`src/hdl/obstacle_avoid_drive_controller_unit_assert.svh`:
```
// ----------------------------------------------------------------------------
// Assertion macros
// Shared concurrent assertion forms, clocked on clk, disabled in reset.
// ----------------------------------------------------------------------------
`ifndef OBSTACLE_AVOID_DRIVE_CONTROLLER_UNIT_ASSERT_SVH
`define OBSTACLE_AVOID_DRIVE_CONTROLLER_UNIT_ASSERT_SVH

// same-cycle implication
`define OADC_ASSERT_IMP(lbl, ante, cons) \
	lbl: assert property (@(posedge clk) disable iff (!arst_n) (ante) |-> (cons)) \
		else $error("oadc assertion failed");

// next-cycle implication
`define OADC_ASSERT_NXT(lbl, ante, cons) \
	lbl: assert property (@(posedge clk) disable iff (!arst_n) (ante) |=> (cons)) \
		else $error("oadc assertion failed");

`endif

```
`src/hdl/oadc_pkg.sv`:
```
// ----------------------------------------------------------------------------
// oadc_pkg
// Constants, codes and control types of the drive controller.
// ----------------------------------------------------------------------------
package oadc_pkg;

	localparam int GRANULARITY_DEG = 6;
	localparam int SCAN_STEP_DEG   = 12;
	localparam int MAP_ENTRIES     = 32;
	localparam int DECEL_STEP      = 100;
	localparam int AW              = $clog2(MAP_ENTRIES);
	localparam int RECIP           = (1 << 16) / GRANULARITY_DEG + 1;

	localparam int RW = 12;
	localparam int SW = 13;

	localparam logic [5:0] WARM_COUNT = 6'd32;
	localparam logic [SW-1:0] SPEED_SAT = 13'd255;

	localparam logic [7:0] CH_R = 8'h52;
	localparam logic [7:0] CH_F = 8'h46;
	localparam logic [7:0] CH_C = 8'h43;
	localparam logic [7:0] CH_L = 8'h4C;
	localparam logic [7:0] CH_N = 8'h4E;

	localparam logic [1:0] OP_RADAR  = 2'd0;
	localparam logic [1:0] OP_PLAN   = 2'd1;
	localparam logic [1:0] OP_RAMP   = 2'd2;
	localparam logic [1:0] OP_UNUSED = 2'd3;

	localparam logic [1:0] STEER_NONE  = 2'd0;
	localparam logic [1:0] STEER_LEFT  = 2'd1;
	localparam logic [1:0] STEER_RIGHT = 2'd2;

	localparam logic [3:0] CFG_MAN_AHEAD  = 4'd0;
	localparam logic [3:0] CFG_MAN_BEHIND = 4'd1;
	localparam logic [3:0] CFG_STOP_AHEAD = 4'd2;
	localparam logic [3:0] CFG_STOP_BEHIND = 4'd3;
	localparam logic [3:0] CFG_HYST       = 4'd4;
	localparam logic [3:0] CFG_LOW_SPEED  = 4'd5;
	localparam logic [3:0] CFG_HIGH_SPEED = 4'd6;
	localparam logic [3:0] CFG_ACCEL      = 4'd7;

	localparam logic [2:0] SLOT_LAST = 3'd4;

	typedef struct packed {
		logic          take;
		logic          exec;
		logic          rd_en;
		logic [2:0]    rd_slot;
		logic          route;
		logic          check;
		logic          load;
	} cmd_t;

	typedef struct packed {
		logic [1:0] op;
		logic       warm_done;
	} sts_t;

	// map index of a scan angle given in scan steps, clamped to the map
	function automatic int scan_idx(input int steps);
		int a;
		int idx;
		a = steps * SCAN_STEP_DEG;
		if (a < -90) a = -90;
		if (a > 90) a = 90;
		idx = (90 - a) / GRANULARITY_DEG;
		if (idx >= MAP_ENTRIES) idx = MAP_ENTRIES - 1;
		return idx;
	endfunction

	localparam logic [AW-1:0] SLOT_ADDR_L2 = AW'(scan_idx(-2));
	localparam logic [AW-1:0] SLOT_ADDR_L1 = AW'(scan_idx(-1));
	localparam logic [AW-1:0] SLOT_ADDR_D0 = AW'(scan_idx(0));
	localparam logic [AW-1:0] SLOT_ADDR_R1 = AW'(scan_idx(1));
	localparam logic [AW-1:0] SLOT_ADDR_R2 = AW'(scan_idx(2));

	// map address of scan slot (slot 2 is straight ahead)
	function automatic logic [AW-1:0] slot_addr(input logic [2:0] slot);
		logic [AW-1:0] r;
		case (slot)
			3'd0:    r = SLOT_ADDR_L2;
			3'd1:    r = SLOT_ADDR_L1;
			3'd2:    r = SLOT_ADDR_D0;
			3'd3:    r = SLOT_ADDR_R1;
			default: r = SLOT_ADDR_R2;
		endcase
		return r;
	endfunction

endpackage

```
`src/hdl/oadc_in_if.sv`:
```
// ----------------------------------------------------------------------------
// oadc_in_if
// Input item channel: operation and message.
// ----------------------------------------------------------------------------
interface oadc_in_if;
	logic        valid;
	logic        ready;
	logic [1:0]  operation;
	logic [31:0] message;
	modport source (output valid, output operation, output message, input ready);
	modport sink (input valid, input operation, input message, output ready);
endinterface

```
`src/hdl/oadc_out_if.sv`:
```
// ----------------------------------------------------------------------------
// oadc_out_if
// Result item channel: status word and drive state.
// ----------------------------------------------------------------------------
interface oadc_out_if;
	logic        valid;
	logic        ready;
	logic [31:0] status_word;
	logic        status_valid;
	logic [12:0] pwm_level;
	logic        drive_reverse;
	logic [1:0]  steer_state;
	logic        emergency;
	logic        warming_up;
	logic        motor_stopped;
	logic        braking;
	modport source (output valid, output status_word, output status_valid,
		output pwm_level, output drive_reverse, output steer_state, output emergency,
		output warming_up, output motor_stopped, output braking, input ready);
	modport sink (input valid, input status_word, input status_valid,
		input pwm_level, input drive_reverse, input steer_state, input emergency,
		input warming_up, input motor_stopped, input braking, output ready);
endinterface

```
`src/hdl/oadc_cfg_if.sv`:
```
// ----------------------------------------------------------------------------
// oadc_cfg_if
// Configuration write channel: register index and data.
// ----------------------------------------------------------------------------
interface oadc_cfg_if;
	logic        valid;
	logic        ready;
	logic [3:0]  index;
	logic [12:0] data;
	modport source (output valid, output index, output data, input ready);
	modport sink (input valid, input index, input data, output ready);
endinterface

```
`src/hdl/oadc_ctrl.sv`:
```
// ----------------------------------------------------------------------------
// oadc_ctrl
// Sequencer: accept, execute, map reads, route, check, result transfer.
// ----------------------------------------------------------------------------
module oadc_ctrl (
	input  logic          clk,
	input  logic          arst_n,
	input  logic          in_valid,
	output logic          in_ready,
	output logic          out_valid,
	input  logic          out_ready,
	input  oadc_pkg::sts_t sts,
	output oadc_pkg::cmd_t cmd
);
	import oadc_pkg::*;

	`include "obstacle_avoid_drive_controller_unit_assert.svh"

	typedef enum logic [2:0] {
		S_IDLE, S_EXEC, S_RD, S_RDW, S_ROUTE, S_CHECK, S_FIN
	} state_t;

	state_t     state_q;
	logic [2:0] cnt_q;
	logic       out_valid_q;
	logic       load;

	assign in_ready  = (state_q == S_IDLE);
	assign out_valid = out_valid_q;
	assign load      = (state_q == S_FIN) && (!out_valid_q || out_ready);

	always_comb begin
		cmd         = '0;
		cmd.take    = in_valid && in_ready;
		cmd.exec    = (state_q == S_EXEC);
		cmd.rd_en   = (state_q == S_RD);
		cmd.rd_slot = cnt_q;
		cmd.route   = (state_q == S_ROUTE);
		cmd.check   = (state_q == S_CHECK);
		cmd.load    = load;
	end

	always_ff @(posedge clk or negedge arst_n) begin
		if (!arst_n) begin
			state_q     <= S_IDLE;
			cnt_q       <= '0;
			out_valid_q <= 1'b0;
		end else begin
			if (load) out_valid_q <= 1'b1;
			else if (out_ready) out_valid_q <= 1'b0;
			case (state_q)
				S_IDLE: begin
					if (in_valid) state_q <= S_EXEC;
				end
				S_EXEC: begin
					cnt_q <= '0;
					if (sts.op == OP_PLAN && sts.warm_done) state_q <= S_RD;
					else state_q <= S_FIN;
				end
				S_RD: begin
					cnt_q <= cnt_q + 3'd1;
					if (cnt_q == SLOT_LAST) state_q <= S_RDW;
				end
				S_RDW:   state_q <= S_ROUTE;
				S_ROUTE: state_q <= S_CHECK;
				S_CHECK: state_q <= S_FIN;
				S_FIN: begin
					if (load) state_q <= S_IDLE;
				end
				default: state_q <= S_IDLE;
			endcase
		end
	end

	`OADC_ASSERT_NXT(a_take_exec, cmd.take, state_q == S_EXEC)
	`OADC_ASSERT_NXT(a_load_valid, load, out_valid_q)
	`OADC_ASSERT_NXT(a_rd_done, (state_q == S_RD) && (cnt_q == SLOT_LAST), state_q == S_RDW)

endmodule

```
`src/hdl/oadc_dp.sv`:
```
// ----------------------------------------------------------------------------
// oadc_dp
// Datapath: range maps, drive state, planning logic, result register.
// ----------------------------------------------------------------------------
module oadc_dp (
	input  logic           clk,
	input  logic           arst_n,
	input  oadc_pkg::cmd_t cmd,
	output oadc_pkg::sts_t sts,
	input  logic [1:0]     operation,
	input  logic [31:0]    message,
	input  logic           cfg_we,
	input  logic [3:0]     cfg_index,
	input  logic [12:0]    cfg_data,
	output logic [31:0]    status_word,
	output logic           status_valid,
	output logic [12:0]    pwm_level,
	output logic           drive_reverse,
	output logic [1:0]     steer_state,
	output logic           emergency,
	output logic           warming_up,
	output logic           motor_stopped,
	output logic           braking
);
	import oadc_pkg::*;

	logic [1:0]  op_q;
	logic [31:0] msg_q;
	logic [RW-1:0] man_a_q, man_b_q, stop_a_q, stop_b_q, hyst_q;
	logic [SW-1:0] low_q, high_q, accel_q;

	logic [RW-1:0] fmem [MAP_ENTRIES];
	logic [RW-1:0] rmem [MAP_ENTRIES];
	logic [MAP_ENTRIES-1:0] fvld_q, rvld_q;
	logic [RW-1:0] frd_s1, rrd_s1;
	logic          fvrd_s1, rvrd_s1, rdv_s1;
	logic [2:0]    slot_s1;
	logic [4:0][RW-1:0] fv_q, rv_q;

	logic          rev_q, pend_q, emerg_q, statv_q;
	logic [1:0]    steer_q;
	logic [SW-1:0] now_q, goal_q;
	logic [5:0]    tally_q;
	logic [31:0]   stat_q;

	logic [24:0]   prod;
	logic [8:0]    qidx;
	logic [AW-1:0] waddr, raddr;
	logic          is_radar, we_f, we_r;
	logic [RW-1:0] rng;

	function automatic logic obst(input logic [4:0][RW-1:0] v, input logic behind,
		input logic [1:0] s, input logic [RW-1:0] lim);
		logic [2:0] lo;
		lo = 3'd1;
		if (s == STEER_LEFT) lo = behind ? 3'd2 : 3'd0;
		if (s == STEER_RIGHT) lo = behind ? 3'd0 : 3'd2;
		return (v[lo] < lim) || (v[lo + 3'd1] < lim) || (v[lo + 3'd2] < lim);
	endfunction

	// radar word decode
	assign prod     = {17'd0, msg_q[15:8]} * 25'(RECIP);
	assign qidx     = prod[24:16];
	assign waddr    = qidx[AW-1:0];
	assign is_radar = (op_q == OP_RADAR) && (msg_q[31:24] == CH_R)
		&& (32'(qidx) < 32'(MAP_ENTRIES));
	assign we_f     = cmd.exec && is_radar && (msg_q[23:16] == CH_F);
	assign we_r     = cmd.exec && is_radar && (msg_q[23:16] == CH_R);
	assign rng      = RW'(msg_q[7:0]) * 12'd10;
	assign raddr    = slot_addr(cmd.rd_slot);

	always_ff @(posedge clk) begin
		if (we_f) fmem[waddr] <= rng;
		if (we_r) rmem[waddr] <= rng;
		frd_s1 <= fmem[raddr];
		rrd_s1 <= rmem[raddr];
	end

	// ramp
	logic [SW:0]   up_sum;
	logic [SW-1:0] ramp_now;
	assign up_sum = {1'b0, now_q} + {1'b0, accel_q};
	always_comb begin
		ramp_now = now_q;
		if (now_q < goal_q) begin
			ramp_now = (up_sum > {1'b0, goal_q}) ? goal_q : up_sum[SW-1:0];
		end else if (now_q > goal_q) begin
			ramp_now = (now_q < SW'(DECEL_STEP)) ? '0 : now_q - SW'(DECEL_STEP);
		end
	end

	// route planning
	logic          ob_fa, ob_rb, fwd, tgt, rev1, pend1;
	logic [1:0]    s1, s2;
	logic [SW-1:0] goal1;
	logic [5:0]    tally1;
	logic [4:0][RW-1:0] m;
	logic [SW-1:0] d0, l1, l2, r1, r2, a, b, h;
	always_comb begin
		fwd    = !rev_q;
		ob_fa  = obst(fv_q, 1'b0, steer_q, man_a_q);
		ob_rb  = obst(rv_q, 1'b1, steer_q, man_b_q);
		s1     = steer_q;
		rev1   = rev_q;
		goal1  = goal_q;
		pend1  = pend_q;
		tally1 = tally_q;
		tgt    = fwd && !ob_rb;
		if (fwd ? ob_fa : ob_rb) begin
			if (s1 != STEER_NONE) begin
				s1    = STEER_NONE;
				pend1 = 1'b1;
			end
			if (rev_q != tgt) begin
				if (now_q != '0) begin
					goal1 = '0;
				end else begin
					rev1   = tgt;
					pend1  = 1'b1;
					tally1 = '0;
				end
			end
		end
		m  = rev1 ? rv_q : fv_q;
		h  = {1'b0, hyst_q};
		d0 = {1'b0, m[2]};
		l1 = {1'b0, m[1]};
		l2 = {1'b0, m[0]};
		r1 = {1'b0, m[3]};
		r2 = {1'b0, m[4]};
		s2 = s1;
		a  = rev1 ? r1 : l1;
		b  = rev1 ? r2 : l2;
		if (s1 == STEER_RIGHT) begin
			a = rev1 ? l1 : r1;
			b = rev1 ? l2 : r2;
		end
		case (s1)
			STEER_LEFT, STEER_RIGHT: begin
				if (d0 > a + h && d0 > b + h) begin
					s2    = STEER_NONE;
					pend1 = 1'b1;
				end
			end
			STEER_NONE: begin
				if (r1 > d0 + h && r1 > l1 + h) begin
					s2    = rev1 ? STEER_LEFT : STEER_RIGHT;
					pend1 = 1'b1;
				end else if (l1 > d0 + h && l1 > r1 + h) begin
					s2    = rev1 ? STEER_RIGHT : STEER_LEFT;
					pend1 = 1'b1;
				end
			end
			default: s2 = s1;
		endcase
	end

	// collision check and speed planning
	logic          hit, ob_sp;
	logic [SW-1:0] req;
	always_comb begin
		hit   = rev_q ? obst(rv_q, 1'b1, steer_q, stop_b_q)
			: obst(fv_q, 1'b0, steer_q, stop_a_q);
		ob_sp = rev_q ? obst(rv_q, 1'b1, steer_q, man_b_q)
			: obst(fv_q, 1'b0, steer_q, man_a_q);
		req   = ob_sp ? '0 : (steer_q != STEER_NONE) ? low_q : high_q;
	end

	logic [7:0] sc;
	logic [7:0] sat;
	assign sc  = (steer_q == STEER_LEFT) ? CH_L : (steer_q == STEER_RIGHT) ? CH_R : CH_N;
	assign sat = (now_q > SPEED_SAT) ? 8'hFF : now_q[7:0];

	assign sts.op        = op_q;
	assign sts.warm_done = (tally_q >= WARM_COUNT);

	always_ff @(posedge clk) begin
		if (cmd.take) begin
			op_q  <= operation;
			msg_q <= message;
		end
		if (rdv_s1) begin
			fv_q[slot_s1] <= fvrd_s1 ? frd_s1 : '0;
			rv_q[slot_s1] <= rvrd_s1 ? rrd_s1 : '0;
		end
		slot_s1 <= cmd.rd_slot;
		if (cmd.load) begin
			status_word   <= stat_q;
			status_valid  <= statv_q;
			pwm_level     <= now_q;
			drive_reverse <= rev_q;
			steer_state   <= steer_q;
			emergency     <= emerg_q;
			warming_up    <= (tally_q < WARM_COUNT);
			motor_stopped <= (now_q == '0);
			braking       <= (now_q > goal_q);
		end
	end

	always_ff @(posedge clk or negedge arst_n) begin
		if (!arst_n) begin
			man_a_q  <= 12'd60;
			man_b_q  <= 12'd60;
			stop_a_q <= 12'd20;
			stop_b_q <= 12'd20;
			hyst_q   <= 12'd20;
			low_q    <= 13'd2000;
			high_q   <= 13'd4000;
			accel_q  <= 13'd50;
			fvld_q   <= '0;
			rvld_q   <= '0;
			fvrd_s1  <= 1'b0;
			rvrd_s1  <= 1'b0;
			rdv_s1   <= 1'b0;
			rev_q    <= 1'b0;
			steer_q  <= STEER_NONE;
			now_q    <= '0;
			goal_q   <= '0;
			tally_q  <= '0;
			pend_q   <= 1'b1;
			emerg_q  <= 1'b0;
			statv_q  <= 1'b0;
			stat_q   <= '0;
		end else begin
			if (cfg_we) begin
				case (cfg_index)
					CFG_MAN_AHEAD:   man_a_q  <= cfg_data[RW-1:0];
					CFG_MAN_BEHIND:  man_b_q  <= cfg_data[RW-1:0];
					CFG_STOP_AHEAD:  stop_a_q <= cfg_data[RW-1:0];
					CFG_STOP_BEHIND: stop_b_q <= cfg_data[RW-1:0];
					CFG_HYST:        hyst_q   <= cfg_data[RW-1:0];
					CFG_LOW_SPEED:   low_q    <= cfg_data;
					CFG_HIGH_SPEED:  high_q   <= cfg_data;
					CFG_ACCEL:       accel_q  <= cfg_data;
					default: ;
				endcase
			end
			fvrd_s1 <= fvld_q[raddr];
			rvrd_s1 <= rvld_q[raddr];
			rdv_s1  <= cmd.rd_en;
			if (we_f) fvld_q[waddr] <= 1'b1;
			if (we_r) rvld_q[waddr] <= 1'b1;
			if (cmd.exec) begin
				emerg_q <= 1'b0;
				statv_q <= 1'b0;
				stat_q  <= '0;
				case (op_q)
					OP_RADAR: begin
						if (tally_q < WARM_COUNT) tally_q <= tally_q + 6'd1;
					end
					OP_PLAN: begin
						if (pend_q) begin
							statv_q <= 1'b1;
							stat_q  <= {CH_C, rev_q ? CH_R : CH_F, sc, sat};
							pend_q  <= 1'b0;
						end
					end
					OP_RAMP: begin
						now_q <= ramp_now;
						if (now_q != goal_q) pend_q <= 1'b1;
					end
					default: ;
				endcase
			end
			if (cmd.route) begin
				steer_q <= s2;
				rev_q   <= rev1;
				goal_q  <= goal1;
				pend_q  <= pend1;
				tally_q <= tally1;
			end
			if (cmd.check) begin
				if (hit) begin
					pend_q  <= 1'b1;
					rev_q   <= 1'b0;
					steer_q <= STEER_NONE;
					now_q   <= '0;
					goal_q  <= '0;
					fvld_q  <= '0;
					rvld_q  <= '0;
					tally_q <= '0;
					emerg_q <= 1'b1;
				end else if (req != now_q) begin
					goal_q <= req;
				end
			end
		end
	end

endmodule

```
`src/hdl/obstacle_avoid_drive_controller_unit.sv`:
```
// ----------------------------------------------------------------------------
// obstacle_avoid_drive_controller_unit
// Radar map keeper and drive planner with speed ramp.
// ----------------------------------------------------------------------------
// Items are handled one at a time. A radar word, a ramp tick, an unused
// operation or a plan tick during warm-up goes from execute straight to the
// result register; a plan tick with a full message tally first reads the five
// scan slots of both range maps in turn through one registered read port per
// map, then takes a route step and a collision/speed step. A new item
// is taken while the previous result waits in the output register. Map
// clearing (reset or hard stop) is immediate via per-entry valid bits;
// there is no clearing pass. Configuration writes are always ready.
module obstacle_avoid_drive_controller_unit (
	input  logic clk,
	input  logic arst_n,
	oadc_in_if.sink    in_ch,
	oadc_out_if.source out_ch,
	oadc_cfg_if.sink   cfg_ch
);
	import oadc_pkg::*;

	cmd_t cmd;
	sts_t sts;

	assign cfg_ch.ready = 1'b1;

	oadc_ctrl u_ctrl (
		.clk       (clk),
		.arst_n    (arst_n),
		.in_valid  (in_ch.valid),
		.in_ready  (in_ch.ready),
		.out_valid (out_ch.valid),
		.out_ready (out_ch.ready),
		.sts       (sts),
		.cmd       (cmd)
	);

	oadc_dp u_dp (
		.clk           (clk),
		.arst_n        (arst_n),
		.cmd           (cmd),
		.sts           (sts),
		.operation     (in_ch.operation),
		.message       (in_ch.message),
		.cfg_we        (cfg_ch.valid),
		.cfg_index     (cfg_ch.index),
		.cfg_data      (cfg_ch.data),
		.status_word   (out_ch.status_word),
		.status_valid  (out_ch.status_valid),
		.pwm_level     (out_ch.pwm_level),
		.drive_reverse (out_ch.drive_reverse),
		.steer_state   (out_ch.steer_state),
		.emergency     (out_ch.emergency),
		.warming_up    (out_ch.warming_up),
		.motor_stopped (out_ch.motor_stopped),
		.braking       (out_ch.braking)
	);

endmodule

```
`src/flat_wrapper.sv`:
```
// flat-port wrapper written by rule: the top's interface ports become plain ports
module obstacle_avoid_drive_controller_unit_flat import oadc_pkg::*;
  (clk, arst_n, in_ch_valid, in_ch_operation, in_ch_message, in_ch_ready, out_ch_valid, out_ch_status_word, out_ch_status_valid, out_ch_pwm_level, out_ch_drive_reverse, out_ch_steer_state, out_ch_emergency, out_ch_warming_up, out_ch_motor_stopped, out_ch_braking, out_ch_ready, cfg_ch_valid, cfg_ch_index, cfg_ch_data, cfg_ch_ready);
  oadc_in_if in_ch_i ();
  oadc_out_if out_ch_i ();
  oadc_cfg_if cfg_ch_i ();
  input  logic clk;
  input  logic arst_n;
  input wire logic [$bits(in_ch_i.valid)-1:0] in_ch_valid;
  input wire logic [$bits(in_ch_i.operation)-1:0] in_ch_operation;
  input wire logic [$bits(in_ch_i.message)-1:0] in_ch_message;
  output wire logic [$bits(in_ch_i.ready)-1:0] in_ch_ready;
  output wire logic [$bits(out_ch_i.valid)-1:0] out_ch_valid;
  output wire logic [$bits(out_ch_i.status_word)-1:0] out_ch_status_word;
  output wire logic [$bits(out_ch_i.status_valid)-1:0] out_ch_status_valid;
  output wire logic [$bits(out_ch_i.pwm_level)-1:0] out_ch_pwm_level;
  output wire logic [$bits(out_ch_i.drive_reverse)-1:0] out_ch_drive_reverse;
  output wire logic [$bits(out_ch_i.steer_state)-1:0] out_ch_steer_state;
  output wire logic [$bits(out_ch_i.emergency)-1:0] out_ch_emergency;
  output wire logic [$bits(out_ch_i.warming_up)-1:0] out_ch_warming_up;
  output wire logic [$bits(out_ch_i.motor_stopped)-1:0] out_ch_motor_stopped;
  output wire logic [$bits(out_ch_i.braking)-1:0] out_ch_braking;
  input wire logic [$bits(out_ch_i.ready)-1:0] out_ch_ready;
  input wire logic [$bits(cfg_ch_i.valid)-1:0] cfg_ch_valid;
  input wire logic [$bits(cfg_ch_i.index)-1:0] cfg_ch_index;
  input wire logic [$bits(cfg_ch_i.data)-1:0] cfg_ch_data;
  output wire logic [$bits(cfg_ch_i.ready)-1:0] cfg_ch_ready;
  assign in_ch_i.valid = in_ch_valid;
  assign in_ch_i.operation = in_ch_operation;
  assign in_ch_i.message = in_ch_message;
  assign in_ch_ready = in_ch_i.ready;
  assign out_ch_valid = out_ch_i.valid;
  assign out_ch_status_word = out_ch_i.status_word;
  assign out_ch_status_valid = out_ch_i.status_valid;
  assign out_ch_pwm_level = out_ch_i.pwm_level;
  assign out_ch_drive_reverse = out_ch_i.drive_reverse;
  assign out_ch_steer_state = out_ch_i.steer_state;
  assign out_ch_emergency = out_ch_i.emergency;
  assign out_ch_warming_up = out_ch_i.warming_up;
  assign out_ch_motor_stopped = out_ch_i.motor_stopped;
  assign out_ch_braking = out_ch_i.braking;
  assign out_ch_i.ready = out_ch_ready;
  assign cfg_ch_i.valid = cfg_ch_valid;
  assign cfg_ch_i.index = cfg_ch_index;
  assign cfg_ch_i.data = cfg_ch_data;
  assign cfg_ch_ready = cfg_ch_i.ready;
  obstacle_avoid_drive_controller_unit u_core (.clk(clk), .arst_n(arst_n), .in_ch(in_ch_i), .out_ch(out_ch_i), .cfg_ch(cfg_ch_i));
endmodule
```
`config.mk`:
```
export PLATFORM = sky130hd
export DESIGN_NAME = obstacle_avoid_drive_controller_unit_flat
export DESIGN_NICKNAME = d
export VERILOG_FILES = /design/src/hdl/oadc_pkg.sv /design/src/hdl/oadc_in_if.sv /design/src/hdl/oadc_out_if.sv /design/src/hdl/oadc_cfg_if.sv /design/src/hdl/oadc_ctrl.sv /design/src/hdl/oadc_dp.sv /design/src/hdl/obstacle_avoid_drive_controller_unit.sv /design/src/flat_wrapper.sv
export VERILOG_INCLUDE_DIRS = /design/src /design/src/hdl
export SDC_FILE = /design/constraint.sdc
export NUM_CORES = 1
export LEC_CHECK = 0
export BUFFER_PORTS_ARGS = -buffer_cell sky130_fd_sc_hd__buf_2
export CAP_MARGIN = 10
export CELL_PAD_IN_SITES_DETAIL_PLACEMENT = 0
export CELL_PAD_IN_SITES_GLOBAL_PLACEMENT = 1
export CORE_MARGIN = 2
export CORE_UTILIZATION = 50
export CTS_CLUSTER_SIZE = 24
export DETAILED_ROUTE_END_ITERATION = 10
export GPL_TIMING_DRIVEN = 0
export PLACE_DENSITY_LB_ADDON = 0.1
export SYNTH_ARGS = -nofsm -noshare
export SYNTH_HDL_FRONTEND = slang
export SYNTH_SLANG_ARGS = --single-unit
```
`constraint.sdc`:
```
create_clock -name clk -period 29 [get_ports clk]
set_clock_uncertainty 0.15 [all_clocks]
set_input_delay 1.45 -clock clk [delete_from_list [all_inputs] [get_ports clk]]
set_output_delay 1.45 -clock clk [all_outputs]
set_load 0.01 [all_outputs]
```
==> results of run 1 <==
cell usage in the layout (no fill, tap or decap), types with 24 or more instances in the layout:
master     instances
ha_1             372
edfxtp_1         354
nand2_1          230
inv_1            164
a21oi_1          150
mux2_2           146
dfrtp_1          145
o21ai_0          131
nor2_1           112
buf_2            108
mux4_2            90
clkbuf_1          74
clkbuf_16         58
nand3_1           56
mux2i_1           43
xnor2_1           41
nand2b_1          40
a21o_1            37
o21a_1            34
nor3_1            34
dfstp_2           30
and2_1            27
buf_4             26
xor2_1            26
dfxtp_1           25
a211oi_1          24
fa_1              24
metrics by stage:
stage | instances | hold WS, ns | power [uW] | worst slack (ns)
final | 3928 | 0.301 | 3900 | 16.44
after detailed placement | 3812 | 0.287 | 3080 | 16.58
after CTS | 3922 | 0.302 | 3880 | 16.53
after global routing | 3926 | 0.314 | 4170 | 15.69
after global placement | 3790 | 0.284 | 3020 | 16.74
after floorplan | 2819 | 0.257 | 2480 | 19.82
kinds of logic (layout without fill, tap and decap cells):
group / after synthesis / after routing / synth area share
multiplexers: 279 / 279 / 0.122
AND/OR/NAND/NOR: 659 / 659 / 0.0966
AO/OA/AOI/OAI: 568 / 568 / 0.112
adder cells (fa/ha/maj): 396 / 396 / 0.153
other: 2 / 15 / 0.000223
flip-flops: 554 / 554 / 0.463
buffers and inverters: 281 / 515 / 0.0352
XOR/XNOR: 69 / 69 / 0.0182
Yosys cell counts, drive strengths merged (38+ instances only):
| library cell | n |
|---|---|
| nor3 | 52 |
| nand2 | 230 |
| nand3 | 56 |
| a21o | 38 |
| mux2 | 146 |
| a21oi | 150 |
| clkbuf | 68 |
| xnor2 | 42 |
| mux2i | 43 |
| nor2 | 116 |
| o21ai | 137 |
| mux4 | 90 |
| buf | 49 |
| inv | 164 |
| edfxtp | 354 |
| ha | 372 |
| dfrtp | 145 |
| nand2b | 41 |
report_power, final:
group	total (uW)	switching (uW)	leakage, uW	internal [uW]
Combinational	2000	1200	0.00880	798
Sequential	1110	102	0.00569	1010
Clock	787	330	0.000996	458
Total	3900	1640	0.0155	2260
area by class of cell:
cell class / instances / area (sq um) / share of cell area
antenna: 2 / 5.00 / 0.000133
timing repair buffer: 124 / 805 / 0.0213
clock buffer: 66 / 1500 / 0.0398
clock inverter: 44 / 552 / 0.0146
inverter: 164 / 616 / 0.0163
tap: 873 / 1090 / 0.0290
sequential: 554 / 15500 / 0.412
multi-input combinational: 1984 / 17000 / 0.451
buffer: 117 / 568 / 0.0151
registers in the layout, indices dropped and copies added (netlist names), 7 cells and up:
name	flops
u_core.u_dp.fmem	88
u_core.u_dp.rmem	88
u_core.u_dp.fv_q	55
u_core.u_dp.rv_q	55
u_core.u_dp.msg_q	32
u_core.u_dp.stat_q	14
u_core.u_dp.status_word	14
u_core.u_dp.accel_q	13
u_core.u_dp.goal_q	13
u_core.u_dp.high_q	13
u_core.u_dp.low_q	13
u_core.u_dp.now_q	13
u_core.u_dp.pwm_level	13
u_core.u_dp.hyst_q	12
u_core.u_dp.man_a_q	12
u_core.u_dp.man_b_q	12
u_core.u_dp.stop_a_q	12
u_core.u_dp.stop_b_q	12
u_core.u_dp.frd_s1	11
u_core.u_dp.rrd_s1	11
u_core.u_dp.fvld_q	8
u_core.u_dp.rvld_q	7
routing by layer:
layer	vias to the layer above	routed length (microns)
met4	0	3320
met5	-	0
met2	1003	45300
met1	11900	42600
li1	10900	-
met3	176	7950
critical path: cells and delay by family, from the launching register on:
kind | cells | cell delay, ns
AOI/OAI and AO/OA | 15 | 3.93
adders and majority gates | 6 | 1.67
buffers and inverters | 9 | 3.54
DFF | 1 | 0.46
muxes | 2 | 0.79
and+or+nand+nor | 11 | 1.83
how the worst max path moves through the flow:
| stage | startpoint | slack (ns) | endpoint |
|---|---|---|---|
| final | u_core.u_dp.steer_q[1] | 16.44 | u_core.u_dp.pend_q |
| after global routing | u_core.u_dp.steer_q[1] | 15.69 | u_core.u_dp.pend_q |
| after CTS | u_core.u_dp.steer_q[0] | 16.53 | u_core.u_dp.pend_q |
| after detailed placement | u_core.u_dp.steer_q[0] | 16.58 | u_core.u_dp.pend_q |
| after global placement | u_core.u_dp.steer_q[0] | 16.74 | u_core.u_dp.pend_q |
| after floorplan | u_core.u_dp.steer_q[0] | 19.82 | u_core.u_dp.steer_q[0] |
==> summary.md, run 1 <==
| Metric | Value |
|---|---|
| CORE AREA | `approximately 67000 sq um` |
| Slew Viols, Final | `0` |
| Hold path cells | `0` |
| Util after Layout | `0.564` |
| Outcome | `finished, final reports clean` |
| Main synth FF type | `edfxtp_1` |
| Achievable Freq | `approximately 80 MHz` |
| Area Overhead vs Synth | `12.2%` |
| Detailed placement HPWL | `~76 mm` |
| Worst-case vdd ir drop | `between 0.08 and 0.09 mV` |
| DRC violations left | `0` |
| Max_slew headroom | `0.207` |
| Crit Reg-Reg Startpoint | `u_core.u_dp.steer_q[1]` |
| Vias in the first global route | `roughly 24000` |
| CP max stage cell | `buf_1` |
| Post-CTS sizing | `0` |
| Worst Path Arrival | `12.91 ns` |
| Crit path capture type | `flip-flop` |
| Hold Violations, Final | `0` |
| Via Count | `~24000` |
| Clock latency at the later pin of the worst-skew pair | `0.67 ns` |
| RSZ-0062 raised after global routing | `false` |
| Total global routing overflow | `0` |
| Post-CTS setup buffer count | `0` |
| Die width | `263 microns` |
| Initial Util | `0.503` |
| I/O pins | `about 110` |
| DRT iter0 DRCs | `between 2000 and 2500` |
| Met1 usage | `0.399` |
| PortBufs | `98` |
| CTS tree | `done` |
| Nets | `3455` |
| Worst reg2reg endpoint | `u_core.u_dp.pend_q` |
| Synth top area cells | `edfxtp_1 (32%), ha_1 (14%), dfrtp_1 (11%)` |
| DR pass1 iterations | `6` |
| Req. time, crit path | `29.36 ns` |
| Most used routing layer in global routing | `met2` |
| GRT Util Overall | `0.284` |
| Setup Viol. Count Final | `0` |
| Placer Congestion | `around 0.96` |
| LEAKAGE | `between 0.015 and 0.02 uW` |
| Top cell type's share of synthesized area | `0.316` |
| GRT met2 Usage | `0.449` |
| Post-CTS Hold Fix Bufs | `0` |
| Worst hold path class | `flip-flop to flip-flop` |
| Worst-path clk slew | `0.06 ns` |
| Drt wl/cell | `between 20 and 30 microns` |
| Row cnt | `95` |
| Synthesized area per cell | `about 12 sq um` |
| Total Die Area | `69300 sq um` |
| WL final | `between 90 and 100 mm` |
| Largest stage delay, worst path | `0.75 ns` |
| Maxcap violations | `0` |
| Fillers | `roughly 5600` |
| H-tree levels | `2` |
| Area after DPL | `35600 sq um` |
| CTS root buf | `clkbuf_16` |
| Yosys cell types | `between 90 and 100` |
| TNS Setup | `0 ns` |
| PwrDens | `slightly above 100 nW/um^2` |
| R2R setup slack | `16.44 ns` |
| Initial antenna violation count | `6` |
| Sequential share of the synthesized area | `0.463` |
| First-pass GRT wire length | `148 mm` |
| Clock sinks | `~550` |
| Post-route design area | `~38000 sq um` |
| Routed Antenna Nets | `0` |
| Post-Synthesis Cells | `between 2000 and 3000` |
| Flops & latches, synth | `554` |
| Ys async rst share | `0.316` |
| Period minus WS final | `~13 ns` |
| EDFF count, synth | `354` |
| Total CTS buffers | `slightly below 60` |
| Post-Syn Area | `33600 sq um` |
| Final cycle utilization of the critical path | `0.433` |
| Vias/cell | `6.13` |
| WHS Endpoint | `u_core.u_dp.status_word[25]` |
| Critical path class | `flip-flop to flip-flop` |
| Yosys Warn Count | `0` |
| Die Height | `around 260 microns` |
| Worst-margin pin slew | `1.18 ns` |
| Share of cells above drive strength 1 | `0.189` |
| Clock Path Buffers | `3` |
| Worst Reg-to-Reg Cells | `43` |
| Largest area contributor in the netlist | `edfxtp_1` |
| Met3 Use GR | `0.0508` |
| Startpoint class of the critical path | `flip-flop` |
| Pin count of the biggest net entering global routing | `approximately 110` |
| Min-delay src | `u_core.u_dp.stat_q[25]` |
| Critical path fanouts, max | `10` |
No activity file was read; power rests on OpenSTA's default activity.
==> run 2, diff against run 1 <==
==> constraint.sdc (replaced) <==
create_clock -name clk -period 12.9 [get_ports clk]
set_clock_uncertainty 0.15 [all_clocks]
set_input_delay 0.645 -clock clk [delete_from_list [all_inputs] [get_ports clk]]
set_output_delay 0.645 -clock clk [all_outputs]
set_load 0.01 [all_outputs]
==> run 2 against run 1 <==
  * First-iteration DRC count is 1.3% lower
  * Clock power is 120% higher
  * Wire length is 0.17% higher
  * Sequential share of layout area is 0.19 points lower
  * Count of clock-buffer cells in the layout unchanged
  * Hold slack got worse by 0.26 ns
  * Die area unchanged
  * Final cell count is 0.48% higher
  * Largest power group unchanged
==> summary.md, run 2 (synthesized netlist as in run 1, its figures left out) <==
| Metric | Value |
|---|---|
| Outcome | `finished, final reports clean` |
| Nets | `3472 (+0.49%)` |
| H-tree levels | `2 (unchanged)` |
| Worst-path clk slew | `0.06 ns (about the same)` |
| PwrDens | `231 nW/um^2 (+120%)` |
| Commonest non-fill, non-tap cell in the layout | `ha_1` |
| Req. time, crit path | `13.26 ns (-16.10 ns)` |
| Area after DPL | `35600 sq um (unchanged)` |
| Initial Util | `0.503 (unchanged)` |
| Pin count of the biggest net entering global routing | `106 (unchanged)` |
| Crit path capture type | `flip-flop` |
| Crit path top cell by count | `ha_1` |
| Setup Viol. Count Final | `0 (unchanged)` |
| Die width | `263 microns (unchanged)` |
| Most frequent cells in the layout | `ha_1 (372), edfxtp_1 (354), nand2_1 (230)` |
| Clock sinks | `554 (unchanged)` |
| Initial antenna violation count | `6 (unchanged)` |
| I/O pins | `112 (unchanged)` |
| Util after Layout | `0.567 (+0.00266)` |
| Slew Viols, Final | `0 (unchanged)` |
| PortBufs | `98 (unchanged)` |
| Post-CTS setup buffer count | `0 (unchanged)` |
| Placed Cells | `3812 (unchanged)` |
| Total Die Area | `69300 sq um (unchanged)` |
| WL final | `99.3 mm (+0.17%)` |
| Total global routing overflow | `0 (unchanged)` |
| Drt wl/cell | `25.2 microns (-0.32%)` |
| Final cycle utilization of the critical path | `0.938 (+0.505)` |
| Total CTS buffers | `58 (unchanged)` |
| Maxcap violations | `0 (unchanged)` |
| DR pass1 iterations | `5 (-1)` |
| Post-route design area | `37900 sq um (+0.47%)` |
| Post-Layout Cell Count | `3947 (+0.48%)` |
| Vias in the first global route | `23900 (+0.37%)` |
| Worst-case vdd ir drop | `0.196 mV (+120%)` |
| TNS Setup | `0 ns (unchanged)` |
| Hold Violations, Final | `0 (unchanged)` |
| Pwr Total | `8770 uW (+120%)` |
| CORE AREA | `66800 sq um (unchanged)` |
| Regs by FF count | `u_core.u_dp.fmem: 88 flops, u_core.u_dp.rmem: 88 flops` |
| Via Count | `24100 (+0.35%)` |
| Placer Congestion | `0.962 (unchanged)` |
| Largest stage delay, worst path | `0.66 ns (-0.09 ns)` |
| Period minus WS final | `12.10 ns (-0.459 ns)` |
| Detailed placement HPWL | `76.4 mm (unchanged)` |
| DRC violations left | `0 (unchanged)` |
| Row cnt | `95 (unchanged)` |
| Register area | `15500 sq um (unchanged)` |
| GRT Util Overall | `0.285 (+0.000602)` |
| DRT iter0 DRCs | `2344 (-1.3%)` |
| Vias/cell | `6.12 (-0.13%)` |
| Startpoint class of the critical path | `flip-flop` |
| Worst hold path class | `primary input to flip-flop` |
| R2R setup slack | `0.80 ns (-15.64 ns)` |
| Critical path class | `flip-flop to flip-flop` |
| Area Overhead vs Synth | `12.7%` |
| Share of cells above drive strength 1 | `0.189 (-0.000397)` |
| Worst Path Arrival | `12.46 ns (-0.45 ns)` |
| CTS root buf | `clkbuf_16` |
| Routed Antenna Nets | `0 (unchanged)` |
| First-pass GRT wire length | `149 mm (+0.23%)` |
| Clock latency at the later pin of the worst-skew pair | `0.67 ns (about the same)` |
| Fillers | `5542 (-0.29%)` |
| Max_slew headroom | `0.195 (-0.0119)` |
| Critical path fanouts, max | `10 (unchanged)` |
| RSZ-0062 raised after global routing | `false` |
| CTS tree | `done` |
| LEAKAGE | `0.0156 uW (+0.50%)` |
| Die Height | `263 microns (unchanged)` |
| Area of the multi-input gates | `17000 sq um (unchanged)` |
| Worst-margin pin slew | `1.20 ns (+0.0178 ns)` |
| CP max stage cell | `clkbuf_1` |
| Achievable Freq | `82.7 MHz (+3.8%)` |
| Clock Path Buffers | `3 (unchanged)` |
==> run 2: cell count changes in the layout (fill, tap and decap cells not counted) <==
| cell | change |
|---|---|
| buf_1 | -1 |
| clkbuf_1 | -1 |
| clkbuf_2 | +2 |
| diode_2 | +2 |
| dlygate4sd3_1 | +17 |
==> run 2: critical path: cells and delay by family (launching register included) <==
kind / cells / cell delay (ns)
AO/OA/AOI/OAI: 16 / 4.21
AND/OR/NAND/NOR: 10 / 1.73
buffers and inverters: 8 / 3.18
adder cells (fa/ha/maj): 6 / 1.61
multiplexers: 1 / 0.59
flip-flops: 1 / 0.46
==> run 2: where the power goes <==
group          total, uW  internal (uW)  switching [uW]  leakage (uW)
logic               4500           1800            2700       0.00887
clock network       1770           1030             743      0.000996
registers           2490           2260             230       0.00569
==> run 2: through the flow <==
stage                     hold slack [ns]  setup slack (ns)
after floorplan                     0.199              3.72
after global placement              0.284             0.641
after detailed placement            0.287             0.480
after CTS                        0.000741             0.428
after global routing              0.00344             0.316
final                              0.0363             0.801
==> run 2: area by class of cell <==
type	instances	share of cell area
clock buffer	66	0.0396
tap	873	0.0288
antenna	4	0.000264
timing repair buffer	141	0.0257
clock inverter	44	0.0146
multi-input combinational	1984	0.449
buffer	117	0.0151
inverter	164	0.0163
sequential	554	0.411
==> run 2: final timing paths <==
path	start	end	cells after the start
setup / recovery	u_core.u_dp.steer_q[0]	u_core.u_dp.pend_q	41
hold / removal	in_ch_message[17]	u_core.u_dp.msg_q[17]	1
setup reg to reg	u_core.u_dp.steer_q[0]	u_core.u_dp.pend_q	41
hold reg to reg	u_core.u_dp.stat_q[25]	u_core.u_dp.status_word[25]	0
max in group asynchronous	arst_n	u_core.u_dp.pend_q	3
min in group asynchronous	arst_n	u_core.u_dp.stop_b_q[5]	2
==> run 2: layer usage <==
layer	part of all wire	track usage	up-vias
met3	0.078	0.0508	166
met5	0	0	-
met2	0.46	0.450	945
li1	-	-	11000
met1	0.43	0.400	12100
met4	0.033	0.0958	0
==> run 2: timing repair <==
action / 4_1_cts / 5_1_grt
hold endpoints to repair: 96 / 0
endpoints found under the setup margin: 0 / 3
gates resized for setup: 0 / 5
hold buffers: 17 / 0
